===== src/rtl/ogcm_pkg.sv =====
// Package for the obstacle gradient cost map core.
// Grid sizes, register codes, controller states and the command/status structs.
// No dependencies.
package ogcm_pkg;

	localparam int MAP_ROWS = 64;
	localparam int MAP_COLS = 64;
	localparam int ROW_W = 6;
	localparam int COL_W = 6;
	localparam int CNT_W = 7;
	localparam int WIN_W = 4;
	localparam int SLOPE_W = 16;
	localparam int COST_W = 16;
	localparam int MAX_WINDOW = 15;
	localparam int SPAN = 2 * MAX_WINDOW + 1;
	localparam int D2_W = 9;
	localparam int RAD_W = 26;
	localparam int ROOT_W = RAD_W / 2;
	localparam int REM_W = ROOT_W + 3;
	localparam int ITER_W = 4;
	localparam int PROD_W = ROOT_W + SLOPE_W;
	localparam int PADDR_W = 4;
	localparam int PDATA_W = 32;

	localparam logic [COST_W-1:0] COST_ONE = 16'd32768;
	localparam logic [CNT_W-1:0] ROWS_MAX = 7'd64;
	localparam logic [CNT_W-1:0] COLS_MAX = 7'd64;

	typedef enum logic [1:0] {
		REG_ROW_COUNT = 2'd0,
		REG_COL_COUNT = 2'd1,
		REG_WINDOW = 2'd2,
		REG_SLOPE = 2'd3
	} reg_idx_t;

	typedef enum logic [3:0] {
		ST_IDLE,
		ST_WR_RD,
		ST_WR_WB,
		ST_Q_RD,
		ST_Q_CHK,
		ST_SCAN,
		ST_DRAIN,
		ST_SQRT,
		ST_FINISH
	} state_t;

	typedef struct packed {
		logic [CNT_W-1:0] row_count;
		logic [CNT_W-1:0] col_count;
		logic [WIN_W-1:0] window_cells;
		logic [SLOPE_W-1:0] cost_slope;
	} cfg_t;

	typedef struct packed {
		logic load;
		logic write;
		logic check;
		logic scan_start;
		logic scan_step;
		logic sqrt_start;
		logic mul;
		logic out_load;
	} cmd_t;

	typedef struct packed {
		logic is_query;
		logic oor;
		logic cell_bit;
		logic win_zero;
		logic scan_last;
		logic pipe_busy;
		logic found;
		logic sqrt_done;
		logic out_free;
	} status_t;

endpackage


===== src/rtl/ogcm_ctrl.sv =====
// Controller state machine for the cost map core.
// Depends on ogcm_pkg.
module ogcm_ctrl (
	input  logic                 clk,
	input  logic                 arst_n,
	input  logic                 in_valid,
	output logic                 in_ready,
	input  ogcm_pkg::status_t    status,
	output ogcm_pkg::cmd_t       cmd
);
	ogcm_pkg::state_t state_q;
	ogcm_pkg::state_t state_d;

	always_ff @(posedge clk or negedge arst_n) begin
		if (!arst_n) begin
			state_q <= ogcm_pkg::ST_IDLE;
		end else begin
			state_q <= state_d;
		end
	end

	always_comb begin
		state_d = state_q;
		cmd = '0;
		in_ready = 1'b0;
		unique case (state_q)
			ogcm_pkg::ST_IDLE: begin
				in_ready = 1'b1;
				if (in_valid) begin
					cmd.load = 1'b1;
					state_d = ogcm_pkg::ST_WR_RD;
				end
			end
			ogcm_pkg::ST_WR_RD: begin
				// row of the item is read here; queries branch off
				state_d = status.is_query ? ogcm_pkg::ST_Q_CHK : ogcm_pkg::ST_WR_WB;
			end
			ogcm_pkg::ST_WR_WB: begin
				cmd.write = 1'b1;
				state_d = ogcm_pkg::ST_IDLE;
			end
			ogcm_pkg::ST_Q_RD: begin
				state_d = ogcm_pkg::ST_Q_CHK;
			end
			ogcm_pkg::ST_Q_CHK: begin
				cmd.check = 1'b1;
				if (status.oor || status.cell_bit || status.win_zero) begin
					state_d = ogcm_pkg::ST_FINISH;
				end else begin
					cmd.scan_start = 1'b1;
					state_d = ogcm_pkg::ST_SCAN;
				end
			end
			ogcm_pkg::ST_SCAN: begin
				cmd.scan_step = 1'b1;
				if (status.scan_last) begin
					state_d = ogcm_pkg::ST_DRAIN;
				end
			end
			ogcm_pkg::ST_DRAIN: begin
				if (!status.pipe_busy) begin
					if (status.found) begin
						cmd.sqrt_start = 1'b1;
						state_d = ogcm_pkg::ST_SQRT;
					end else begin
						state_d = ogcm_pkg::ST_FINISH;
					end
				end
			end
			ogcm_pkg::ST_SQRT: begin
				if (status.sqrt_done) begin
					cmd.mul = 1'b1;
					state_d = ogcm_pkg::ST_FINISH;
				end
			end
			ogcm_pkg::ST_FINISH: begin
				if (status.out_free) begin
					cmd.out_load = 1'b1;
					state_d = ogcm_pkg::ST_IDLE;
				end
			end
			default: begin
				state_d = ogcm_pkg::ST_IDLE;
			end
		endcase
	end

`ifndef SYNTHESIS
	a_load: assert property (@(posedge clk) disable iff (!arst_n)
		cmd.load |=> state_q == ogcm_pkg::ST_WR_RD)
		else $error("load did not start a read");
	a_wb: assert property (@(posedge clk) disable iff (!arst_n)
		cmd.write |-> $past(state_q) == ogcm_pkg::ST_WR_RD && !status.is_query)
		else $error("write back without read");
	a_out: assert property (@(posedge clk) disable iff (!arst_n)
		cmd.out_load |-> status.out_free)
		else $error("result register overwritten");
`endif
endmodule

===== config.mk =====
export PLATFORM = sky130hd
export DESIGN_NAME = ogcm_ctrl
export DESIGN_NICKNAME = d
export VERILOG_FILES = /design/src/rtl/ogcm_pkg.sv /design/src/rtl/ogcm_ctrl.sv
export SDC_FILE = /design/constraint.sdc
export NUM_CORES = 1
export LEC_CHECK = 0
export BUFFER_PORTS_ARGS = -buffer_cell sky130_fd_sc_hd__clkbuf_2
export CORE_AREA = 2 2 39 41
export CTS_CLUSTER_DIAMETER = 40
export DETAILED_ROUTE_END_ITERATION = 10
export DIE_AREA = 0 0 41 43
export REMOVE_ABC_BUFFERS = 1
export SYNTH_ARGS = -nofsm -noshare
export SYNTH_HDL_FRONTEND = slang
export SYNTH_SLANG_ARGS = --single-unit

===== constraint.sdc =====
create_clock -name clk -period 4.5 [get_ports clk]
set_input_delay 0.225 -clock clk [delete_from_list [all_inputs] [get_ports clk]]
set_output_delay 0.225 -clock clk [all_outputs]
set_load 0.005 [all_outputs]

=== After elaboration in Yosys (flattened, before gate mapping) ===
Index checks and enable logic that the tools add are counted.
Widths: inputs -> output; s select.

* Register bits after elaboration: 4
* Input bits: 12
* Output and inout port bits: 9
* Word-level logic and storage cells: 41

* Reductions and logical operators: 4
* Multiplexer cells: 23
* Eq/ne operators: 13

{| class="wikitable"
|+ Operator list
! cell !! count
|-
| $pmux 4 s8 || 1
|-
| $mux 4 || 7
|-
| $eq 4x3->1 const B || 4
|-
| $mux 1 || 13
|-
| $ne 2x2->1 const B || 5
|-
| $eq 4x2->1 const B || 2
|-
| $reduce_and 5->1 || 1
|-
| $eq 4x1->1 const B || 1
|-
| $eq 4x4->1 const B || 1
|-
| $logic_not 4->1 || 1
|-
| $mux 3 || 1
|-
| $logic_or 1x1->1 || 2
|-
| $mux 2 || 1
|}

=== Logic depth before layout (Yosys ltp) ===
Gate-level depths: netlist (run 1).

* Word-level depth: 4
* Gate-level depth with buffers: 5
* Gate-level depth less buffers: 4

=== Least setup slack after synthesis (run 1) ===
No wires, ideal clock.

* Kind: register to register
* Start: register state_q[1]
* End: register state_q[0]
* Clock period less this slack: 1.405 ns
* Cell stages (with the launch flop): 5
* Data arrival time: 1.280 ns
* Required time: 4.375 ns
* Path buffers: 0
* Library setup time: 0.125 ns
* Slack: 3.095 ns
* Path through: dfrtp_1 nand2b_1 or3_4 nor2b_4 mux2_4

* Cells in the longest elaborated chain, start to end: 3
* Elaborated cells on any way between the ends: 15
* Those cells by class: eq/ne: 12; mux: 1; reduce/logical: 2

{| class="wikitable"
|+ Ends and longest elaborated chain
! item !! RTL line !! source
|-
| from (decl) || ogcm_ctrl.sv:11 || <nowiki>ogcm_pkg::state_t state_q;</nowiki>
|-
| from (signal assigned) || ogcm_ctrl.sv:16 || <nowiki>state_q <= ogcm_pkg::ST_IDLE;</nowiki>
|-
| from (signal assigned) || ogcm_ctrl.sv:18 || <nowiki>state_q <= state_d;</nowiki>
|-
| $eq 4x3->1, or another cell as far along || ogcm_ctrl.sv:26 || <nowiki>unique case (state_q)</nowiki>
|-
| $ne 2x2->1 (no line) || -- ||
|-
| $reduce_and 5->1 (no line) || -- ||
|}

Parallel ways exist; a longest one is shown, timed or not.
A chain may end at the register's enable or synchronous reset.

==> results of run 1 <==
==> synthesized netlist by cell type <==
library cell / count / area, sq um
a21oi_4: 1 / 16.3
nand3_1: 2 / 10.0
and2b_1: 1 / 7.51
or2b_1: 2 / 15.0
or4b_1: 1 / 10.0
buf_2: 1 / 5.00
buf_6: 1 / 11.3
a21oi_1: 3 / 15.0
dfrtp_1: 4 / 100
nor2b_4: 1 / 13.8
inv_4: 1 / 6.26
mux2_4: 1 / 15.0
and2b_2: 1 / 8.76
buf_4: 1 / 7.51
o22ai_1: 1 / 6.26
nand2_1: 4 / 15.0
nand3b_1: 1 / 7.51
nor4b_1: 2 / 17.5
inv_1: 1 / 3.75
o21ai_0: 2 / 10.0
and3_2: 1 / 7.51
nor3_1: 2 / 10.0
a31oi_1: 1 / 6.26
or4_1: 1 / 7.51
o21ai_1: 2 / 10.0
nor2b_1: 1 / 6.26
and2_1: 1 / 6.26
nor4_1: 1 / 6.26
nand2b_1: 2 / 12.5
or3_4: 1 / 11.3
nor2_1: 6 / 22.5
==> logic make-up after synthesis <==
| group | Yosys count |
|---|---|
| AOI/OAI and AO/OA | 10 |
| DFF | 4 |
| and+or+nand+nor | 31 |
| muxes | 1 |
| buffers and inverters | 5 |
==> cell usage in the layout (no fill, tap or decap), drive strengths merged, types with 2 or more instances in the layout <==
cell	Yosys	final
dfrtp	4	4
nor2b	2	2
nor3	2	2
and2b	2	2
nor2	6	6
o21ai	4	4
inv	2	2
nand2b	2	2
clkbuf	0	23
nand2	4	4
nand3	2	2
nor4b	2	2
or2b	2	2
a21oi	4	4
==> worst min-delay path by stage <==
stage                  to  slack, ns  cells after the start
2_1_floorplan  state_q[0]      -0.07                      0
6_report       state_q[3]       0.18                      2
3_3_place_gp   state_q[3]       0.03                      1
3_5_place_dp   state_q[3]       0.03                      1
5_1_grt        state_q[3]       0.18                      2
4_1_cts        state_q[3]       0.17                      2
==> layout make-up <==
class	instances	share of cell area, %
clock buffer	3	4.20
inverter	2	1.86
multi-input combinational	42	51.0
sequential	4	18.6
tap	16	3.73
timing repair buffer	21	20.5
==> metal layers <==
metal / track usage, % / vias to the layer above / wire length, um
met1: 14.1 / 191 / 421
met3: 1.57 / 0 / 49
met5: 0 / - / 0
met4: 8.00 / 0 / 0
met2: 20.3 / 10 / 478
li1: - / 223 / -
==> per-stage QoR <==
stage | worst slack [ns] | cell area (sq um)
6_report | 2.74 | 537
5_1_grt | 2.58 | 537
4_1_cts | 2.70 | 537
3_5_place_dp | 2.87 | 504
3_3_place_gp | 2.90 | 504
2_1_floorplan | 2.97 | 384
==> power breakdown <==
group	internal [mW]	switching, mW	leakage, nW
sequential	0.0509	0.0435	0.0532
clock	0.0298	0.0146	0.0138
combinational	0.0760	0.0612	0.203
==> timing repair <==
action	CTS	global route
setup buffers	0	0
hold buffers	1	0
hold endpoints to repair	4	0
==> worst reg2reg max path: cells and delay by family, from the launching register on <==
family           cells  cell delay, ns
and+or+nand+nor      3            0.74
DFF                  1            0.49
muxes                1            0.29
==> impl_metrics.py, run 1 <==
metrics = {
    "status": {
        "outcome": "finished, final reports clean",
    },
    "clock_tree": {
        "postCtsResizedCells": 0,
        "cts.clk_slew.worst_paths_ns": 0.04,
        "cts_tree": "done",
        "cts.sinks": 4,
        "cts_buffers": 3,
        "htreeDepth": 1,
        "cts_buffer_depth": 2,
        "clk_latency_ns": 0.24,
        "clockRootBuffer": "clkbuf_4",
    },
    "floorplan": {
        "ios": 21,
        "dieArea_sq_um": 1760,
        "core_sq_um": 1380,
        "placementRows": 14,
        "die_w_um": 41,
        "chipHeight_um": 43,
        "start_util_pct": 29.5,
    },
    "sta": {
        "whs_ns": 0.184,
        "hold_violations": 0,
        "drv_slew": 0,
        "fin_skew_ns": 0.00521,
        "fin_crit_sh_pct": 39.0,
        "clock.fmax_mhz": 569,
        "period_minus_slack_ns": 1.76,
        "rsz0062_at_grt": "no",
        "tightest_slew_ns": 0.381,
        "fin_setup_tns_ns": 0,
        "slew_headroom_pct": 74.6,
        "setup_viol": 0,
    },
    "yosys": {
        "synth_xor_area_share_pct": 0,
        "ys_seq_area_share_pct": 24.5,
        "synth_seq_cells": 4,
        "synth_compound_area_share_pct": 15.6,
        "synth-simple-area-share_pct": 47.9,
        "synth_area_per_cell_sq_um": 8.00,
        "netlist_instances": 51,
        "synth_top_family_by_area": "simple AND/OR/NAND/NOR gates",
        "synthesis.area_sq_um": 408,
        "yosysWarnings": 0,
        "yosys-mux-area-fraction_pct": 3.68,
        "synth.distinct_cells": 31,
        "synth_fa_ha_area_share_pct": 0,
    },
    "drt": {
        "drt_first_pass_iters": 3,
        "viasPerCell": 4.82,
        "vias": 424,
        "drc": 0,
        "ant_nets": 0,
        "drtIter0Drc": 2,
        "wl_um": 949,
        "wire_per_inst_um": 10.8,
    },
    "setup_path": {
        "worst-path-buf-inv": 1,
        "arrival_ns": 1.53,
        "cp-start-kind": "flip-flop",
        "critPathMaxStageDelay_ns": 0.53,
        "path_cells": "nand2b_1 -> nor3_1 -> nor4b_1 -> clkbuf_2",
        "ff2ff_path_depth": 4,
        "r2r_end": "state_q[0]",
        "cp-end-kind": "primary output",
        "crit_family": "simple AND/OR/NAND/NOR gates",
        "path_max_fanout": 9,
        "rrSetupSlack_ns": 2.87,
        "cp_slowest_cell": "dfrtp_1",
        "cp.depth": 4,
        "cp.required_ns": 4.28,
        "startpoint": "state_q[2]",
        "r2r_start": "state_q[1]",
        "cp-endpoint": "cmd[4]",
        "critPathKind": "reg2out",
    },
    "grt": {
        "grt_max_degree": 15,
        "grt_use_total_pct": 12.4,
        "grt_pass1_vias": 396,
        "antenna_found_initial": 0,
        "grt-ovfl-total": 0,
        "grt_pass1_wl_um": 1520,
    },
    "flow_run": {
        "cap_violations": 0,
    },
    "power": {
        "leakagePower_nw": 0.270,
        "power_density_nw_per_um2": 514,
        "finalPower_uw": 276,
        "vdd_drop_max_uv": 153,
    },
    "placement": {
        "dp_hpwl_um": 736,
        "gp_congestion": 0.716,
        "dp_cells": 84,
        "placement.io_buffers": 20,
    },
    "final_layout": {
        "top_register": "state_q",
        "reg_top3": "state_q: 4 flops",
        "nets": 86,
        "drive_above_1_share_pct": 41.7,
        "multiInputGateArea_sq_um": 274,
        "stdcell_count": 88,
        "largest_reg_flops": 4,
        "fin_util_pct": 38.8,
        "syn2layout_area_growth_pct": 31.6,
        "antennaDiodeCount": 0,
        "layout.area.seq_sq_um": 100,
        "nFillCells": 164,
    },
    "hold_path": {
        "holdCritStartpoint": "status[0]",
        "hold_path.class": "in2reg",
    },
}
Power figures use the tool's default switching activity.
==> run 2: changes to the inputs <==
==> constraint.sdc (replaced) <==
create_clock -name clk -period 1.8 [get_ports clk]
set_input_delay 0.09 -clock clk [delete_from_list [all_inputs] [get_ports clk]]
set_output_delay 0.09 -clock clk [all_outputs]
set_load 0.005 [all_outputs]
==> impl_metrics.py, run 2 (same netlist as run 1, synthesis figures left out) <==
metrics = {
    "setup_path": {
        "rrSetupSlack_ns": 0.25,
        "ff2ff_path_depth": 4,
        "cp-end-kind": "primary output",
        "path_max_fanout": 9,
        "r2r_start": "state_q[0]",
        "cp.required_ns": 1.71,
        "arrival_ns": 1.55,
        "r2r_end": "state_q[0]",
        "critPathKind": "reg2out",
        "cp-start-kind": "flip-flop",
    },
    "hold_path": {
        "holdCritStartpoint": "status[0]",
        "min_to": "state_q[3]",
        "worstHoldPathCells": 2,
        "hold_path.class": "in2reg",
    },
    "power": {
        "intPower_uw": 426,
        "seqPwrFrac_pct": 27.4,
        "p_sw_share_pct": 42.4,
        "vdd_drop_max_uv": 825,
        "pwr-share-comb_pct": 56.8,
        "leakagePower_nw": 0.285,
        "power_frac_clock_pct": 15.8,
        "power_density_nw_per_um2": 1320,
        "p_switching_uw": 313,
    },
    "final_layout": {
        "top_register": "state_q",
        "final_common_cell": "clkbuf_2",
        "nets": 89,
        "syn2layout_area_growth_pct": 37.1,
        "final_cell_mix": "clkbuf_2, nor2_1, nand2_1, dfrtp_1",
        "reg_top3": "state_q: 4 flops",
        "fin_util_pct": 40.4,
        "stdcell_count": 91,
        "antennaDiodeCount": 0,
        "largest_reg_flops": 4,
        "drive_above_1_share_pct": 44.0,
        "stdcell_area_sq_um": 559,
    },
    "clock_tree": {
        "cts_buffer_depth": 2,
        "postCtsResizedCells": 0,
        "htreeDepth": 1,
        "cts_setup_buffers": 0,
        "cts_tree": "done",
        "clockRootBuffer": "clkbuf_4",
        "cts_buffers": 3,
        "cts.sinks": 4,
        "clk_latency_ns": 0.24,
        "cts.clk_slew.worst_paths_ns": 0.04,
        "cts_hold_buf": 1,
    },
    "grt": {
        "grt_use_total_pct": 13.3,
        "grt_pass1_vias": 380,
        "antenna_found_initial": 0,
        "grt_pass1_wl_um": 1560,
        "grt-ovfl-total": 0,
        "grt_max_degree": 11,
    },
    "drt": {
        "wire_per_inst_um": 10.7,
        "viasPerCell": 4.78,
        "drt_first_pass_iters": 4,
        "drc": 0,
        "ant_nets": 0,
        "vias": 435,
        "wl_um": 976,
        "drtIter0Drc": 6,
    },
    "sta": {
        "fin_crit_sh_pct": 91.3,
        "rsz0062_at_grt": "no",
        "hold_violations": 0,
        "fin_setup_tns_ns": 0,
        "whs_ns": 0.0491,
        "clock.fmax_mhz": 609,
        "period_minus_slack_ns": 1.64,
        "tightest_slew_ns": 0.310,
        "setup_viol": 0,
        "slew_headroom_pct": 79.3,
        "fin_skew_ns": 0.00497,
        "drv_slew": 0,
    },
    "floorplan": {
        "chipHeight_um": 43,
        "start_util_pct": 29.5,
        "placementRows": 14,
        "die_w_um": 41,
        "core_sq_um": 1380,
        "dieArea_sq_um": 1760,
        "ios": 21,
    },
    "placement": {
        "dp_cells": 87,
        "gp_congestion": 0.774,
        "placement.io_buffers": 20,
        "dpl_cell_area_sq_um": 527,
        "dp_hpwl_um": 778,
    },
    "flow_run": {
        "cap_violations": 0,
    },
    "status": {
        "outcome": "finished, final reports clean",
    },
}
==> run 2: cell types whose count changed in the layout (fill, tap and decap cells not counted), sizes merged <==
| cell | before | now |
|---|---|---|
| buf | 0 | 3 |
==> run 2: cell type report <==
cell class	count	area, sq um
clock buffers	3	22.5
repair buffers	24	133
flip-flops and latches	4	100
inverters	2	10.0
well taps	16	20.0
multi-input cells	42	274
fillers	147	825
==> run 2: stage by stage <==
stage                     total power, mW  setup slack (ns)
after floorplan                     0.452             0.274
after global placement              0.619             0.280
after detailed placement            0.620             0.261
after CTS                           0.744             0.131
after global routing                0.809           0.00974
final                               0.739             0.157
==> run 2: power groups by stage <==
stage / registers, mW / clock network [mW] / logic (mW)
2_1_floorplan: 0.203 / 0 / 0.250
3_3_place_gp: 0.200 / 0 / 0.419
3_5_place_dp: 0.200 / 0 / 0.420
4_1_cts: 0.201 / 0.120 / 0.423
5_1_grt: 0.213 / 0.130 / 0.465
6_report: 0.202 / 0.117 / 0.420
==> run 2: how the worst max path moves through the flow <==
stage | startpoint | end | slack [ns] | cells past startpoint
after global placement | state_q[0] | state_q[0] | 0.28 | 4
final | state_q[2] | cmd[4] | 0.16 | 4
after CTS | state_q[2] | cmd[4] | 0.13 | 4
after global routing | state_q[2] | cmd[4] | 0.01 | 4
after detailed placement | state_q[1] | state_q[0] | 0.26 | 4
after floorplan | state_q[1] | state_q[0] | 0.27 | 4
==> run 2: worst max-delay path: stages (launching register included) <==
cell	delay, ns
dfrtp_1	0.51
nand2b_1	0.18
nor3_1	0.19
nor4b_1	0.26
clkbuf_2	0.16
==> run 2: per-layer routing <==
metal	up-vias	wire (um)	global-route usage, %
li1	230	-	-
met1	188	444	17.4
met2	17	442	18.8
met3	0	88	6.28
met4	0	0	4.00
met5	-	0	0
==> run 3: changes to the inputs <==
--- a/config.mk
+++ b/config.mk
@@ -6,11 +6,10 @@
 export NUM_CORES = 1
 export LEC_CHECK = 0
 export BUFFER_PORTS_ARGS = -buffer_cell sky130_fd_sc_hd__clkbuf_2
-export CORE_AREA = 2 2 39 41
+export CORE_ASPECT_RATIO = 1.1
+export CORE_UTILIZATION = 28
 export CTS_CLUSTER_DIAMETER = 40
 export DETAILED_ROUTE_END_ITERATION = 10
-export DIE_AREA = 0 0 41 43
-export REMOVE_ABC_BUFFERS = 1
 export SYNTH_ARGS = -nofsm -noshare
 export SYNTH_HDL_FRONTEND = slang
 export SYNTH_SLANG_ARGS = --single-unit
==> impl_metrics.py, run 3 (same netlist as run 1, synthesis figures left out) <==
metrics = {
    "status": {
        "outcome": "finished, final reports clean",
    },
    "setup_path": {
        "arrival_ns": 1.54,
        "path_max_fanout": 9,
        "cp_slowest_cell": "dfrtp_1",
        "path_cells": "buf_4 -> nor3_1 -> nor4b_1 -> clkbuf_2",
        "r2r_start": "state_q[1]",
        "cp-end-kind": "primary output",
        "critPathKind": "reg2out",
        "critPathMaxStageDelay_ns": 0.46,
        "cp.required_ns": 1.71,
        "ff2ff_path_depth": 4,
        "rrSetupSlack_ns": 0.22,
        "cp-start-kind": "flip-flop",
        "r2r_end": "state_q[0]",
    },
    "grt": {
        "antenna_found_initial": 0,
        "grt_pass1_vias": 393,
        "grt_max_degree": 10,
        "grt-ovfl-total": 0,
        "grt_use_total_pct": 12.8,
        "grt_pass1_wl_um": 1470,
    },
    "flow_run": {
        "cap_violations": 0,
    },
    "floorplan": {
        "chipHeight_um": 42.0,
        "start_util_pct": 29.9,
        "die_w_um": 38.4,
        "placementRows": 14,
        "dieArea_sq_um": 1610,
        "ios": 21,
        "core_sq_um": 1370,
    },
    "final_layout": {
        "antennaDiodeCount": 0,
        "final_cell_mix": "clkbuf_2, nor2_1, nand2_1",
        "reg_top3": "state_q: 4 flops",
        "nFillCells": 144,
        "largest_reg_flops": 4,
        "drive_above_1_share_pct": 45.3,
        "syn2layout_area_growth_pct": 37.4,
        "nets": 89,
        "final_common_cell": "clkbuf_2",
        "top_register": "state_q",
    },
    "placement": {
        "placement.io_buffers": 20,
        "pre_cts_slack_ns": 0.239,
        "dp_hpwl_um": 748,
        "gp_congestion": 0.737,
    },
    "drt": {
        "viasPerCell": 4.81,
        "wire_per_inst_um": 10.3,
        "vias": 438,
        "drtIter0Drc": 3,
        "drc": 0,
        "ant_nets": 0,
        "wl_um": 933,
        "drt_first_pass_iters": 5,
    },
    "hold_path": {
        "worstHoldPathCells": 2,
        "min_to": "state_q[3]",
        "hold_path.class": "in2reg",
        "holdCritStartpoint": "status[0]",
    },
    "sta": {
        "rsz0062_at_grt": "no",
        "clock.fmax_mhz": 614,
        "setup_viol": 0,
        "fin_crit_sh_pct": 90.5,
        "hold_violations": 0,
        "whs_ns": 0.0596,
        "worst_slack_ns": 0.172,
        "slew_headroom_pct": 81.7,
        "tightest_slew_ns": 0.272,
        "drv_slew": 0,
        "fin_setup_tns_ns": 0,
        "period_minus_slack_ns": 1.63,
        "fin_skew_ns": 0.00648,
    },
    "clock_tree": {
        "cts_setup_buffers": 0,
        "cts_buffers": 3,
        "cts_tree": "done",
        "cts.clk_slew.worst_paths_ns": 0.04,
        "cts.sinks": 4,
        "clk_latency_ns": 0.23,
        "cts_buffer_depth": 2,
        "htreeDepth": 1,
        "clockRootBuffer": "clkbuf_4",
    },
    "power": {
        "power_density_nw_per_um2": 1310,
        "leakagePower_nw": 0.284,
        "vdd_drop_max_uv": 682,
    },
    "yosys": {
        "synth.net_count": 63,
    },
}
[run 3: changes by cell type in the layout (fill, tap and decap cells not counted)]
cell	before	now
dfrtp_2	0	1
dfrtp_1	4	3
[run 3: metrics by stage]
stage / cell area [sq um] / util (%) / total power [mW] / std cells
2_1_floorplan: 408 / - / 0.497 / 51
3_3_place_gp: 527 / 38.6 / 0.620 / 87
3_5_place_dp: 527 / 38.6 / 0.627 / 87
4_1_cts: 559 / 40.9 / 0.746 / 91
5_1_grt: 561 / 41.0 / 0.803 / 91
6_report: 561 / 41.0 / 0.737 / 91
[run 3: timing repair]
| item | CTS | global route |
|---|---|---|
| gates resized for setup | 0 | 1 |
| hold buffers | 1 | 0 |
| endpoints found under the setup margin | 0 | 1 |
| hold endpoints to repair | 4 | 0 |
[run 3: worst max-delay path: cells and delay by family (launching register included)]
| family | cells | cell delay [ns] |
|---|---|---|
| simple gates | 2 | 0.49 |
| flops | 1 | 0.46 |
| buf+inv | 2 | 0.35 |
[run 3: power breakdown]
group	switching, mW	internal (mW)	total (mW)
logic	0.203	0.223	0.426
registers	0.0710	0.130	0.201
clock network	0.0348	0.0744	0.109
[run 3: layout make-up]
class                      instances  area, sq um  share of cell area, %
clock buffer                       3         22.5                   4.02
inverter                           2         10.0                   1.79
multi-input combinational         42          274                   48.9
sequential                         4          101                   18.1
tap                               16         20.0                   3.57
timing repair buffer              24          133                   23.7
[run 3: per-layer routing]
metal	global-route usage [%]	vias up	wire length, um	part of all wire, %
met5	0	-	0	0
li1	-	226	-	-
met3	1.60	0	37	4.0
met1	14.5	198	454	49
met4	8.28	0	0	0
met2	21.4	14	441	47
[run 3: worst max path at each step]
stage	cells past startpoint	end	startpoint
final	4	cmd[4]	state_q[1]
after global routing	4	cmd[4]	state_q[1]
after CTS	4	cmd[4]	state_q[2]
after detailed placement	4	state_q[0]	state_q[1]
after global placement	4	state_q[0]	state_q[1]
after floorplan	4	state_q[0]	state_q[1]
